**src/kshi_pkg.sv**
```systemverilog
`timescale 1ns / 1ps
// kshi_pkg: shared types and constants for the k-line slow-init handshake block
package kshi_pkg;

    localparam int unsigned TICK_W    = 16;
    localparam int unsigned BYTE_W    = 8;
    localparam int unsigned CFG_IDX_W = 3;

    localparam logic [TICK_W-1:0] TICK_MAX    = 16'hFFFF;
    localparam logic [BYTE_W-1:0] SYNC_BYTE   = 8'h55;
    localparam logic [3:0]        BIT_COUNT   = 4'd10;
    localparam logic [1:0]        KEY_BYTE_NO = 2'd2;

    localparam logic [TICK_W-1:0] RST_PRE_DELAY     = 16'd300;
    localparam logic [TICK_W-1:0] RST_BIT_TICKS     = 16'd200;
    localparam logic [TICK_W-1:0] RST_SYNC_WINDOW   = 16'd1600;
    localparam logic [TICK_W-1:0] RST_CONFIRM_WIN   = 16'd1200;
    localparam logic [BYTE_W-1:0] RST_INIT_ADDRESS  = 8'h16;
    localparam logic [BYTE_W-1:0] RST_CONFIRM_VALUE = 8'hE9;

    typedef enum logic [1:0] {
        OP_TICK  = 2'd0,
        OP_BYTE  = 2'd1,
        OP_START = 2'd2,
        OP_ABORT = 2'd3
    } op_t;

    typedef enum logic [1:0] {
        ST_OK         = 2'd0,
        ST_ABORTED    = 2'd1,
        ST_NO_KEY     = 2'd2,
        ST_NO_CONFIRM = 2'd3
    } status_t;

    typedef enum logic [2:0] {
        PH_IDLE    = 3'd0,
        PH_PRE     = 3'd1,
        PH_BITS    = 3'd2,
        PH_SYNC    = 3'd3,
        PH_CONFIRM = 3'd4
    } phase_t;

    typedef enum logic [CFG_IDX_W-1:0] {
        CFG_PRE_DELAY     = 3'd0,
        CFG_BIT_TICKS     = 3'd1,
        CFG_SYNC_WINDOW   = 3'd2,
        CFG_CONFIRM_WIN   = 3'd3,
        CFG_INIT_ADDRESS  = 3'd4,
        CFG_CONFIRM_VALUE = 3'd5
    } cfg_idx_t;

    typedef struct packed {
        logic [TICK_W-1:0] pre_delay_ticks;
        logic [TICK_W-1:0] bit_ticks;
        logic [TICK_W-1:0] sync_window_ticks;
        logic [TICK_W-1:0] confirm_window_ticks;
        logic [BYTE_W-1:0] init_address;
        logic [BYTE_W-1:0] confirm_value;
    } cfg_t;

    // msb first, so line_active sits in bit 0 when packed
    typedef struct packed {
        status_t           status;
        logic              done_res;
        logic              busy_res;
        logic [BYTE_W-1:0] tx_byte;
        logic              tx_valid;
        logic              line_active;
    } result_t;

endpackage

```
**src/kshi_cfg_regs.sv**
```systemverilog
`timescale 1ns / 1ps
// kshi_cfg_regs: configuration register file with reset defaults
module kshi_cfg_regs (
    input  logic                              aclk,
    input  logic                              aresetn,
    input  logic                              wr_en,
    input  logic [kshi_pkg::CFG_IDX_W-1:0]    wr_index,
    input  logic [kshi_pkg::TICK_W-1:0]       wr_data,
    output kshi_pkg::cfg_t                    cfg
);

    kshi_pkg::cfg_t cfg_reg;
    kshi_pkg::cfg_t cfg_next;

    always_comb begin
        cfg_next = cfg_reg;
        if (wr_en) begin
            case (kshi_pkg::cfg_idx_t'(wr_index))
                kshi_pkg::CFG_PRE_DELAY:     cfg_next.pre_delay_ticks      = wr_data;
                kshi_pkg::CFG_BIT_TICKS:     cfg_next.bit_ticks            = wr_data;
                kshi_pkg::CFG_SYNC_WINDOW:   cfg_next.sync_window_ticks    = wr_data;
                kshi_pkg::CFG_CONFIRM_WIN:   cfg_next.confirm_window_ticks = wr_data;
                kshi_pkg::CFG_INIT_ADDRESS:
                    cfg_next.init_address  = wr_data[kshi_pkg::BYTE_W-1:0];
                kshi_pkg::CFG_CONFIRM_VALUE:
                    cfg_next.confirm_value = wr_data[kshi_pkg::BYTE_W-1:0];
                default: cfg_next = cfg_reg;
            endcase
        end
    end

    always_ff @(posedge aclk) begin
        if (!aresetn) begin
            cfg_reg.pre_delay_ticks      <= kshi_pkg::RST_PRE_DELAY;
            cfg_reg.bit_ticks            <= kshi_pkg::RST_BIT_TICKS;
            cfg_reg.sync_window_ticks    <= kshi_pkg::RST_SYNC_WINDOW;
            cfg_reg.confirm_window_ticks <= kshi_pkg::RST_CONFIRM_WIN;
            cfg_reg.init_address         <= kshi_pkg::RST_INIT_ADDRESS;
            cfg_reg.confirm_value        <= kshi_pkg::RST_CONFIRM_VALUE;
        end else begin
            cfg_reg <= cfg_next;
        end
    end

    assign cfg = cfg_reg;

endmodule

```
**src/kshi_core.sv**
```systemverilog
`timescale 1ns / 1ps
// kshi_core: handshake sequencer state and per-item next-state logic
module kshi_core (
    input  logic                         aclk,
    input  logic                         aresetn,
    input  logic                         step_en,
    input  kshi_pkg::op_t                op,
    input  logic [kshi_pkg::BYTE_W-1:0]  rx_byte,
    input  kshi_pkg::cfg_t               cfg,
    output kshi_pkg::result_t            res
);

    kshi_pkg::phase_t            phase_reg, phase_next;
    logic [kshi_pkg::TICK_W-1:0] tick_count_reg, tick_count_next;
    logic [3:0]                  bit_index_reg, bit_index_next;
    logic                        sync_seen_reg, sync_seen_next;
    logic [1:0]                  bytes_after_sync_reg, bytes_after_sync_next;
    logic                        line_level_reg, line_level_next;

    logic [kshi_pkg::TICK_W-1:0] tick_inc;
    logic [kshi_pkg::TICK_W-1:0] bit_len;
    logic [3:0]                  bit_plus;
    logic [1:0]                  bytes_plus;
    logic                        done;
    kshi_pkg::status_t           status;
    logic                        tx_valid;
    logic [kshi_pkg::BYTE_W-1:0] tx_byte;

    // line level for slow bit idx: start low, data lsb first, stop high
    function automatic logic bit_level(input logic [3:0] idx,
                                       input logic [kshi_pkg::BYTE_W-1:0] addr);
        logic [2:0] sel;
        logic       lvl;
        sel = 3'(idx - 4'd1);
        if (idx == 4'd0) begin
            lvl = 1'b0;
        end else if (idx <= 4'd8) begin
            lvl = addr[sel];
        end else begin
            lvl = 1'b1;
        end
        return lvl;
    endfunction

    assign tick_inc   = (tick_count_reg == kshi_pkg::TICK_MAX) ? tick_count_reg
                                                               : tick_count_reg + 16'd1;
    assign bit_len    = cfg.bit_ticks | {15'd0, (cfg.bit_ticks == 16'd0)};
    assign bit_plus   = bit_index_reg + 4'd1;
    assign bytes_plus = bytes_after_sync_reg + 2'd1;

    always_comb begin
        phase_next            = phase_reg;
        tick_count_next       = tick_count_reg;
        bit_index_next        = bit_index_reg;
        sync_seen_next        = sync_seen_reg;
        bytes_after_sync_next = bytes_after_sync_reg;
        line_level_next       = line_level_reg;
        done                  = 1'b0;
        status                = kshi_pkg::ST_OK;
        tx_valid              = 1'b0;
        tx_byte               = '0;

        case (op)
            kshi_pkg::OP_START: begin
                if (phase_reg == kshi_pkg::PH_IDLE) begin
                    tick_count_next       = '0;
                    bit_index_next        = '0;
                    sync_seen_next        = 1'b0;
                    bytes_after_sync_next = '0;
                    if (cfg.pre_delay_ticks == 16'd0) begin
                        phase_next      = kshi_pkg::PH_BITS;
                        line_level_next = 1'b0;
                    end else begin
                        phase_next      = kshi_pkg::PH_PRE;
                        line_level_next = 1'b1;
                    end
                end
            end
            kshi_pkg::OP_ABORT: begin
                if (phase_reg != kshi_pkg::PH_IDLE) begin
                    done   = 1'b1;
                    status = kshi_pkg::ST_ABORTED;
                end
            end
            kshi_pkg::OP_TICK: begin
                case (phase_reg)
                    kshi_pkg::PH_PRE: begin
                        tick_count_next = tick_inc;
                        if (tick_inc >= cfg.pre_delay_ticks) begin
                            phase_next      = kshi_pkg::PH_BITS;
                            tick_count_next = '0;
                            bit_index_next  = '0;
                            line_level_next = 1'b0;
                        end
                    end
                    kshi_pkg::PH_BITS: begin
                        tick_count_next = tick_inc;
                        if (tick_inc >= bit_len) begin
                            tick_count_next = '0;
                            if (bit_plus >= kshi_pkg::BIT_COUNT) begin
                                bit_index_next        = '0;
                                line_level_next       = 1'b1;
                                phase_next            = kshi_pkg::PH_SYNC;
                                sync_seen_next        = 1'b0;
                                bytes_after_sync_next = '0;
                            end else begin
                                bit_index_next  = bit_plus;
                                line_level_next = bit_level(bit_plus, cfg.init_address);
                            end
                        end
                    end
                    kshi_pkg::PH_SYNC: begin
                        tick_count_next = tick_inc;
                        if (tick_inc >= cfg.sync_window_ticks) begin
                            done   = 1'b1;
                            status = kshi_pkg::ST_NO_KEY;
                        end
                    end
                    kshi_pkg::PH_CONFIRM: begin
                        tick_count_next = tick_inc;
                        if (tick_inc >= cfg.confirm_window_ticks) begin
                            done   = 1'b1;
                            status = kshi_pkg::ST_NO_CONFIRM;
                        end
                    end
                    default: begin
                        tick_count_next = tick_count_reg;
                    end
                endcase
            end
            kshi_pkg::OP_BYTE: begin
                if (phase_reg == kshi_pkg::PH_SYNC) begin
                    if (!sync_seen_reg) begin
                        if (rx_byte == kshi_pkg::SYNC_BYTE) begin
                            sync_seen_next        = 1'b1;
                            bytes_after_sync_next = '0;
                        end
                    end else begin
                        bytes_after_sync_next = bytes_plus;
                        if (bytes_plus >= kshi_pkg::KEY_BYTE_NO) begin
                            tx_valid        = 1'b1;
                            tx_byte         = ~rx_byte;
                            phase_next      = kshi_pkg::PH_CONFIRM;
                            tick_count_next = '0;
                        end
                    end
                end else if (phase_reg == kshi_pkg::PH_CONFIRM) begin
                    if (rx_byte == cfg.confirm_value) begin
                        done   = 1'b1;
                        status = kshi_pkg::ST_OK;
                    end
                end
            end
            default: begin
                done = 1'b0;
            end
        endcase

        if (done) begin
            phase_next            = kshi_pkg::PH_IDLE;
            tick_count_next       = '0;
            bit_index_next        = '0;
            sync_seen_next        = 1'b0;
            bytes_after_sync_next = '0;
            line_level_next       = 1'b1;
        end

        res.line_active = ~line_level_next;
        res.tx_valid    = tx_valid;
        res.tx_byte     = tx_byte;
        res.busy_res    = (phase_next != kshi_pkg::PH_IDLE);
        res.done_res    = done;
        res.status      = status;
    end

    always_ff @(posedge aclk) begin
        if (!aresetn) begin
            phase_reg            <= kshi_pkg::PH_IDLE;
            tick_count_reg       <= '0;
            bit_index_reg        <= '0;
            sync_seen_reg        <= 1'b0;
            bytes_after_sync_reg <= '0;
            line_level_reg       <= 1'b1;
        end else if (step_en) begin
            phase_reg            <= phase_next;
            tick_count_reg       <= tick_count_next;
            bit_index_reg        <= bit_index_next;
            sync_seen_reg        <= sync_seen_next;
            bytes_after_sync_reg <= bytes_after_sync_next;
            line_level_reg       <= line_level_next;
        end
    end

endmodule

```
**src/kline_slow_init_handshake_top.sv**
```systemverilog
`timescale 1ns / 1ps
// kline_slow_init_handshake_top: k-line 5-baud slow-init handshake, stream top level
//
// Each input item (tick, received byte, start or abort) yields exactly one result item.
// An item waits in the input register, the sequencer updates its state as the
// item moves into the output register, and the result is offered on the next cycle.
// One item per cycle is sustained while m_tready stays high.
// Configuration writes are always accepted and take effect once registered; write only while idle.
module kline_slow_init_handshake_top (
    input  logic        aclk,
    input  logic        aresetn,
    input  logic        s_tvalid,
    output logic        s_tready,
    input  logic [7:0]  s_tdata,   // rx_byte[7:0]
    input  logic [1:0]  s_tuser,   // op[1:0]
    output logic        m_tvalid,
    input  logic        m_tready,
    output logic [15:0] m_tdata,   // line_active, tx_valid, tx_byte[7:0], busy_res,
                                   // done_res, status[1:0], zero pad
    input  logic        cfg_valid,
    output logic        cfg_ready,
    input  logic [2:0]  cfg_index,
    input  logic [15:0] cfg_data
);

    logic                        in_valid_reg;
    kshi_pkg::op_t               in_op_reg;
    logic [kshi_pkg::BYTE_W-1:0] in_rx_reg;
    logic                        out_valid_reg;
    kshi_pkg::result_t           out_res_reg;

    logic              advance;
    logic              s_accept;
    kshi_pkg::cfg_t    cfg;
    kshi_pkg::result_t core_res;

    assign advance   = in_valid_reg && (!out_valid_reg || m_tready);
    assign s_tready  = !in_valid_reg || advance;
    assign s_accept  = s_tvalid && s_tready;
    assign cfg_ready = 1'b1;

    kshi_cfg_regs u_cfg (
        .aclk     (aclk),
        .aresetn  (aresetn),
        .wr_en    (cfg_valid && cfg_ready),
        .wr_index (cfg_index),
        .wr_data  (cfg_data),
        .cfg      (cfg)
    );

    kshi_core u_core (
        .aclk    (aclk),
        .aresetn (aresetn),
        .step_en (advance),
        .op      (in_op_reg),
        .rx_byte (in_rx_reg),
        .cfg     (cfg),
        .res     (core_res)
    );

    always_ff @(posedge aclk) begin
        if (!aresetn) begin
            in_valid_reg <= 1'b0;
        end else if (s_tready) begin
            in_valid_reg <= s_tvalid;
        end
    end

    always_ff @(posedge aclk) begin
        if (s_accept) begin
            in_op_reg <= kshi_pkg::op_t'(s_tuser);
            in_rx_reg <= s_tdata;
        end
    end

    always_ff @(posedge aclk) begin
        if (!aresetn) begin
            out_valid_reg <= 1'b0;
        end else if (advance) begin
            out_valid_reg <= 1'b1;
        end else if (m_tready) begin
            out_valid_reg <= 1'b0;
        end
    end

    always_ff @(posedge aclk) begin
        if (advance) begin
            out_res_reg <= core_res;
        end
    end

    assign m_tvalid = out_valid_reg;
    assign m_tdata  = {2'b00, out_res_reg};

    // an item that moves on always lands in the output register
    a_advance_lands: assert property (@(posedge aclk) disable iff (!aresetn)
        advance |=> out_valid_reg)
        else $error("advanced item missing from output register");

    // the input register never takes an item over one that has not moved on
    a_no_overwrite: assert property (@(posedge aclk) disable iff (!aresetn)
        !(s_accept && in_valid_reg && !advance))
        else $error("input item overwritten");

    // a finished run leaves the line released and the block idle
    a_done_idle: assert property (@(posedge aclk) disable iff (!aresetn)
        (out_valid_reg && out_res_reg.done_res) |->
            (!out_res_reg.busy_res && !out_res_reg.line_active && !out_res_reg.tx_valid))
        else $error("done result with busy, break or transmit set");

    // the key reply goes out only in a running run with the line released
    a_tx_running: assert property (@(posedge aclk) disable iff (!aresetn)
        (out_valid_reg && out_res_reg.tx_valid) |->
            (out_res_reg.busy_res && !out_res_reg.line_active))
        else $error("key reply outside a running handshake");

endmodule

```
**config.mk**
```make
export PLATFORM = sky130hd
export DESIGN_NAME = kline_slow_init_handshake_top
export DESIGN_NICKNAME = d
export VERILOG_FILES = /design/src/kshi_pkg.sv /design/src/kshi_cfg_regs.sv /design/src/kshi_core.sv /design/src/kline_slow_init_handshake_top.sv
export SDC_FILE = /design/constraint.sdc
export NUM_CORES = 1
export LEC_CHECK = 0
export BUFFER_PORTS_ARGS = -buffer_cell sky130_fd_sc_hd__buf_2
export CORE_MARGIN = 2
export CORE_UTILIZATION = 50
export DETAILED_ROUTE_END_ITERATION = 12
export PLACE_DENSITY = 0.68
export SYNTH_ARGS = -nofsm -noshare
export SYNTH_HDL_FRONTEND = slang
export SYNTH_SLANG_ARGS = --single-unit
export TNS_END_PERCENT = 10
```
**constraint.sdc**
```tcl
create_clock -name aclk -period 9.39 [get_ports aclk]
set_input_delay 1.878 -clock aclk [delete_from_list [all_inputs] [get_ports aclk]]
set_output_delay 1.878 -clock aclk [all_outputs]
set_load 0.005 [all_outputs]
```
======== Yosys cells after proc, flatten, opt, wreduce, memory -nomap -nowiden ========
Index checks and enable logic that the tools add are counted.
operators by class
  add/sub/neg operators ................... 4
  magnitude comparators ................... 8
  equality and inequality tests ........... 27
  mux-type cells .......................... 74
  bitwise logic cells ..................... 3
  reductions and logical operators ........ 30
operator list
  operator                 number
  $mux W16                 8
  $pmux W16 S3             2
  $ge A16 B16 Y1           4
  $logic_not A16 Y1        2
  $mux W1                  27
  $mux W3                  8
  $mux W2                  11
  $mux W4                  5
  $ne A3 B1 Y1 const B     6
  $add A16 B1 Y16 const B  1
  $eq A16 B16 Y1 const B   1
  $or A16 B1 Y16           1
  $pmux W4 S2              2
  $reduce_and A7 Y1        2
  $eq A3 B2 Y1 const B     4
  $reduce_and A2 Y1        6
  $eq A3 B3 Y1 const B     3
  $pmux W3 S3              1
  $reduce_bool A3 Y1       3
  $eq A8 B7 Y1 const B     1
  $eq A8 B8 Y1             1
  $ne A4 B2 Y1 const B     2
  $not A8 Y8               1
  $pmux W2 S2              2
  other kinds (33)         42
storage, ports and cells
  flip-flop bits (word level) ............. 133
  bits of input ports ..................... 34
  output and inout bits ................... 19
  logic and storage cells ................. 168

======== Depth between registers and ports, before layout ========
  depth after elaboration ................. 12
  depth in mapped cells ................... 22
  gate-level depth less buffers ........... 19

======== Cells and area by module ========
From an unflattened synthesis, not the netlist that was laid out.
second synthesis, totals
  cells, all modules ...................... 845
  area total of the unflattened synthesis .. 7808.7 um2
by module, submodules not included
  module                         times used  cells an instance  area an instance (um2)  sequential area each (um2)
  kshi_core                      1           507                3846.2                  540.5
  kshi_cfg_regs                  1           300                3108.0                  1601.5
  kline_slow_init_handshake_top  1           38                 854.6                   760.7

======== Worst setup path after synthesis ========
OpenSTA, ideal clock, no wires.
  path type ............................... flip-flop to flip-flop
  start ................................... register u_core.tick_count_reg[8] in the netlist's numbering
  end ..................................... register u_core.tick_count_reg[13] in the netlist's numbering
  library setup time ...................... 0.070 ns
  data arrival time ....................... 4.290 ns
  path slack .............................. 5.029 ns
  cell stages (with the launch flop) ...... 20
  path buffers ............................ 2
  clock period less this slack ............ 4.361 ns
  cell sequence ........................... dfxtp_1 buf_6 and4_4 and4_1 buf_6 a211oi_1 and4_1 and2_1 nand3_1 nor2_1 xor2_1 ha_1 and4_1 a221oi_1 o21ai_0 o2111a_1 o31a_1 nor3_4 or3b_1 a21oi_1
on the way
  longest elaborated chain between the ends .. 8
  elaborated cells on any way between the ends .. 23
RTL lines
  what                                                         line                                text
  start: declaration                                           kshi_core.sv:14                     logic [kshi_pkg::TICK_W-1:0] tick_count_reg, tick_count_next;
  start signal: assignment                                     kshi_core.sv:186                    tick_count_reg <= tick_count_next;
  $add A16 B1 Y16 / $eq A16 B16 Y1 (equally long branches)     kshi_core.sv:46, kshi_core.sv:45
  $mux W16 (*)                                                 kshi_core.sv:45                     assign tick_inc = (tick_count_reg == kshi_pkg::TICK_MAX) ? tick_count_reg
  $ge A16 B16 Y1 (on tied branches)                            kshi_core.sv:121, kshi_core.sv:114
  $mux W1 (on tied branches)                                   kshi_core.sv:121, kshi_core.sv:114
  $pmux W1 S2                                                  kshi_core.sv:86                     case (phase_reg)
  $pmux W1 S3                                                  kshi_core.sv:63                     case (op)
  $ne A5 B4 Y1 (no source line), or another cell as far along  -
  $reduce_and A7 Y1 (no source line)                           -
Every way passes the cells marked *; elsewhere a longest branch is shown, timed or not.
A chain may end at the register's enable or synchronous reset.

======== Worst setup path in the final report ========
  start ................................... register u_core.tick_count_reg[0] in the netlist's numbering
  end ..................................... register u_core.tick_count_reg[13] in the netlist's numbering
The elaborated chain is that of the path after synthesis.

==> out/metrics.sh <==
POSTSYNTH.TOPFLOPCELL='sky130_fd_sc_hd__dfxtp_1'
SYNTH_ENABLE_FLOP_CELLS=24
WORST_SETUP_PATH_STARTPOINT='u_core.tick_count_reg[0]'
KIND_OF_CELL_ADDING_THE_MOST_DELAY_TO_THE_CRITICAL_PATH='simple AND/OR/NAND/NOR gates'
SETUP_VIOLATIONS_FINAL=0
TIMING.CRITICAL_PATH.SLOWEST_CELL_DELAY_PS=530
GP_CONGESTION=0.923
SYNTHESIS.INSTANCES=957
SYNTH-COMPOUND-AREA-SHARE=0.168
CTS_BUFFER_DEPTH=2
SYNTH_TOP_FAMILY_BY_AREA='simple AND/OR/NAND/NOR gates'
HOLD_PATH_CLASS='flip-flop to flip-flop'
CORE_AREA_SQ_UM=15100
MAXCLOCKFREQUENCY_GHz=0.184
SYN-CELL-AREA_SQ_UM=7650
MULTI_INPUT_COMBINATIONAL_CELL_AREA_SQ_UM=4280
LAYOUT-AREA-OVERHEAD-VS-SYNTH_PCT=12.8
FINALWIRELENGTH_MM=20.4
SLEW-LIMIT-HEADROOM=0.339
LARGEST_REG_FLOPS=80
CAP_VIOLATIONS=0
CTS-ROOT-BUF='sky130_fd_sc_hd__clkbuf_16'
AREA.SEQUENTIAL_SQ_UM=2900
WORST_R2R_START='u_core.tick_count_reg[0]'
SYNTH.YOSYS.WARNINGS=0
SETUP_CRIT_START_KIND='flip-flop'
ROUTE.DETAILED.WL_PER_INST_UM=17.1
POWER.DENSITY_CELL_AREA_nW_PER_UM2=161
YOSYS-MUX-AREA-FRACTION=0.0126
CLOCK_INSERTION_DELAY_WORST_SKEW_PS=420
POST-CTS-SETUP-BUFFERS=0
COUNT_OF_FINAL_MAX_SLEW_CHECK_FAILURES=0
POST-ROUTE-DRC-COUNT=0
SYNTH.YOSYS.SEQ_AREA_SHARE=0.380
FIN_TNS_SETUP_PS=0
GRT_START_MAX_NET_PINS=70
TIMING.CRITICAL_PATH.CELLS='ha_1 > nand3_1 > and2b_1 > nand2_1 > nor2_1 > and3_1 > nand3_1 > xnor2_1 > ha_1 > a21oi_1 > nand2_1 > a221oi_1 > o21ai_0 > o2111a_1 > o31a_1 > buf_4 > nor3_4 > or3b_1 > a21oi_1'
SYNTH_ADDER_AREA_SHARE=0.110
PLACEMENTROWS=45
CRIT_END='u_core.tick_count_reg[13]'
FILLER_CELL_COUNT=1401
NUMBER_OF_GLOBAL_ROUTE_VIAS_BEFORE_REPAIR=6426
FINALWORSTPATHREQUIREDPERIOD_PS=5440
P_LEAK_uW=0.00341
GLOBALROUTETOTALUTIL=0.261
FIN_UTIL=0.572
PORTBUFFERS=49
MOSTFREQUENTLAYOUTCELL='sky130_fd_sc_hd__nand2_1'
R2R_CELLS=19
POWER.IR.VDD_WORST_V=0.000151
WORSTPATHARRIVAL_PS=5790
DP.FINAL_HPWL_MM=14.6
DIE_WIDTH_UM=128
GRT_OVERFLOW=0
GRT_FIRST_PASS_WIRELENGTH_MM=33.4
PIN_COUNT=53
INITIAL_CORE_UTIL=0.507
DRT_PASS1_ITERATIONS=4
VIA_PER_INST=5.73
CTS_TREE='built'
CRITPATHKIND='flip-flop to flip-flop'
POST_SYNTHESIS_XOR_XNOR_AREA_FRACTION=0.0218
DR.FIRST_ITER.DRC_COUNT=504
CP_SLOWEST_CELL='sky130_fd_sc_hd__dfxtp_1'
TIMING.HOLD.WORST.START='u_cfg.cfg[8]'
ASYNC_RESET_FF_FRAC=0
SYNTH_SEQ_CELLS=133
DRIVE_ABOVE_1_SHARE=0.107
REPORT.FINAL.HOLD_VIOL_COUNT=0
DIE_HEIGHT_UM=128
GRT_ANTENNA_BEFORE_REPAIR=0
NNETSFINAL=1094
MOST-COMMON-LAYOUT-CELLS='sky130_fd_sc_hd__nand2_1, sky130_fd_sc_hd__dfxtp_1, sky130_fd_sc_hd__a21oi_1'
POWER_uW=1390
CTS.HTREE.LEVELS=4
CP_MAX_FO=20
NUMBER_OF_DIODES_ADDED_FOR_ANTENNA_FIXING=0
WORST_MAX_SLEW_PIN_SLEW_PS=990
CLK_TRANSITION_REPORTED_PATHS_PS=60
WORST_R2R_ENDPOINT='u_core.tick_count_reg[13]'
MIN_PERIOD_OVER_PERIOD=0.580
CP_NUM_CELLS=19
WORST_SETUP_PATH_END_KIND='flip-flop'
FP.DIEAREA_SQ_UM=16300
CP.REQUIRED_PS=9730
CLOCK_SINKS=133
NUMCTSBUFFERS=17
CTS.REPAIR.RESIZED=0
ANTENNA_VIOLATING_NETS_POST_ROUTE=0
OUTCOME='completed'
SYNTH-SIMPLE-AREA-SHARE=0.244
POST_SYNTH.CELL_AREA_AVG_SQ_UM=7.99
FINALCLOCKSKEW_PS=10.3
CTS.HOLD.BUFFERS_ADDED=0
SYNTH_CELL_TYPES=73
DETAILROUTE.VIA_COUNT=6836
RSZ0062_AT_GRT='false'
CP.BUFFERS_INVERTERS=1
R2R_SLACK_PS=3950
-- per-layer routing --
| layer | vias to the layer above | wire, um | global-route usage |
|---|---|---|---|
| met5 | - | 0 | 0 |
| met4 | 0 | 319 | 0.0698 |
| met3 | 25 | 1260 | 0.0693 |
| met2 | 197 | 9100 | 0.400 |
| met1 | 3200 | 9720 | 0.366 |
| li1 | 3414 | - | - |
-- power by group --
group	switching, uW	total [uW]	internal (uW)
Combinational	65.7	98.4	32.7
Clock	253	682	429
Sequential	10.1	606	596
-- metrics by stage --
step / hold slack, ps / area, sq um / std cells / setup WS (ps)
2_1_floorplan: 433 / 7650 / 958 / 5030
3_3_place_gp: 443 / 8020 / 1162 / 4150
3_5_place_dp: 447 / 8020 / 1162 / 4020
4_1_cts: 455 / 8630 / 1194 / 3950
5_1_grt: 471 / 8630 / 1194 / 3570
6_report: 452 / 8630 / 1194 / 3950
-- worst reg2reg max path, delay by kind of cell, from the launching register on --
kind,cells,cell delay (ps)
DFF,1,530
adders and majority gates,2,650
buffers and inverters,1,220
AOI/OAI and AO/OA,6,1330
and+or+nand+nor,9,2130
xor gates and xnor gates,1,500
-- synthesized netlist by cell type (16+ instances only) --
cell	instances	area share
sky130_fd_sc_hd__a21oi_1	102	0.067
sky130_fd_sc_hd__clkbuf_1	29	0.014
sky130_fd_sc_hd__dfxtp_1	109	0.29
sky130_fd_sc_hd__edfxtp_1	24	0.094
sky130_fd_sc_hd__ha_1	67	0.11
sky130_fd_sc_hd__inv_1	78	0.038
sky130_fd_sc_hd__nand2_1	201	0.099
sky130_fd_sc_hd__nand3_1	33	0.022
sky130_fd_sc_hd__nor2_1	53	0.026
sky130_fd_sc_hd__nor3_1	16	0.010
sky130_fd_sc_hd__o211ai_1	16	0.016
sky130_fd_sc_hd__o21ai_0	40	0.026
-- worst min path at each step --
stage	end	slack, ps	depth (start not counted)
detailed placement	u_cfg.cfg[43]	450	2
global placement	u_cfg.cfg[40]	440	2
CTS	u_cfg.cfg[43]	450	2
global route	u_cfg.cfg[45]	470	2
floorplan	u_cfg.cfg[11]	430	2
finish	u_cfg.cfg[8]	450	2
-- layout make-up --
class,instances,area share
multi-input combinational,706,0.496
sequential,133,0.336
clock buffer,22,0.0574
timing repair buffer,57,0.0354
inverter,78,0.0339
tap,188,0.0273
clock inverter,10,0.0136
-- cells by family after synthesis --
| family | after synthesis |
|---|---|
| other | 2 |
| and+or+nand+nor | 396 |
| adders and majority gates | 67 |
| buffers and inverters | 119 |
| DFF | 133 |
| xor gates and xnor gates | 19 |
| muxes | 7 |
| AOI/OAI and AO/OA | 214 |
(Power assumes the default switching activity.)
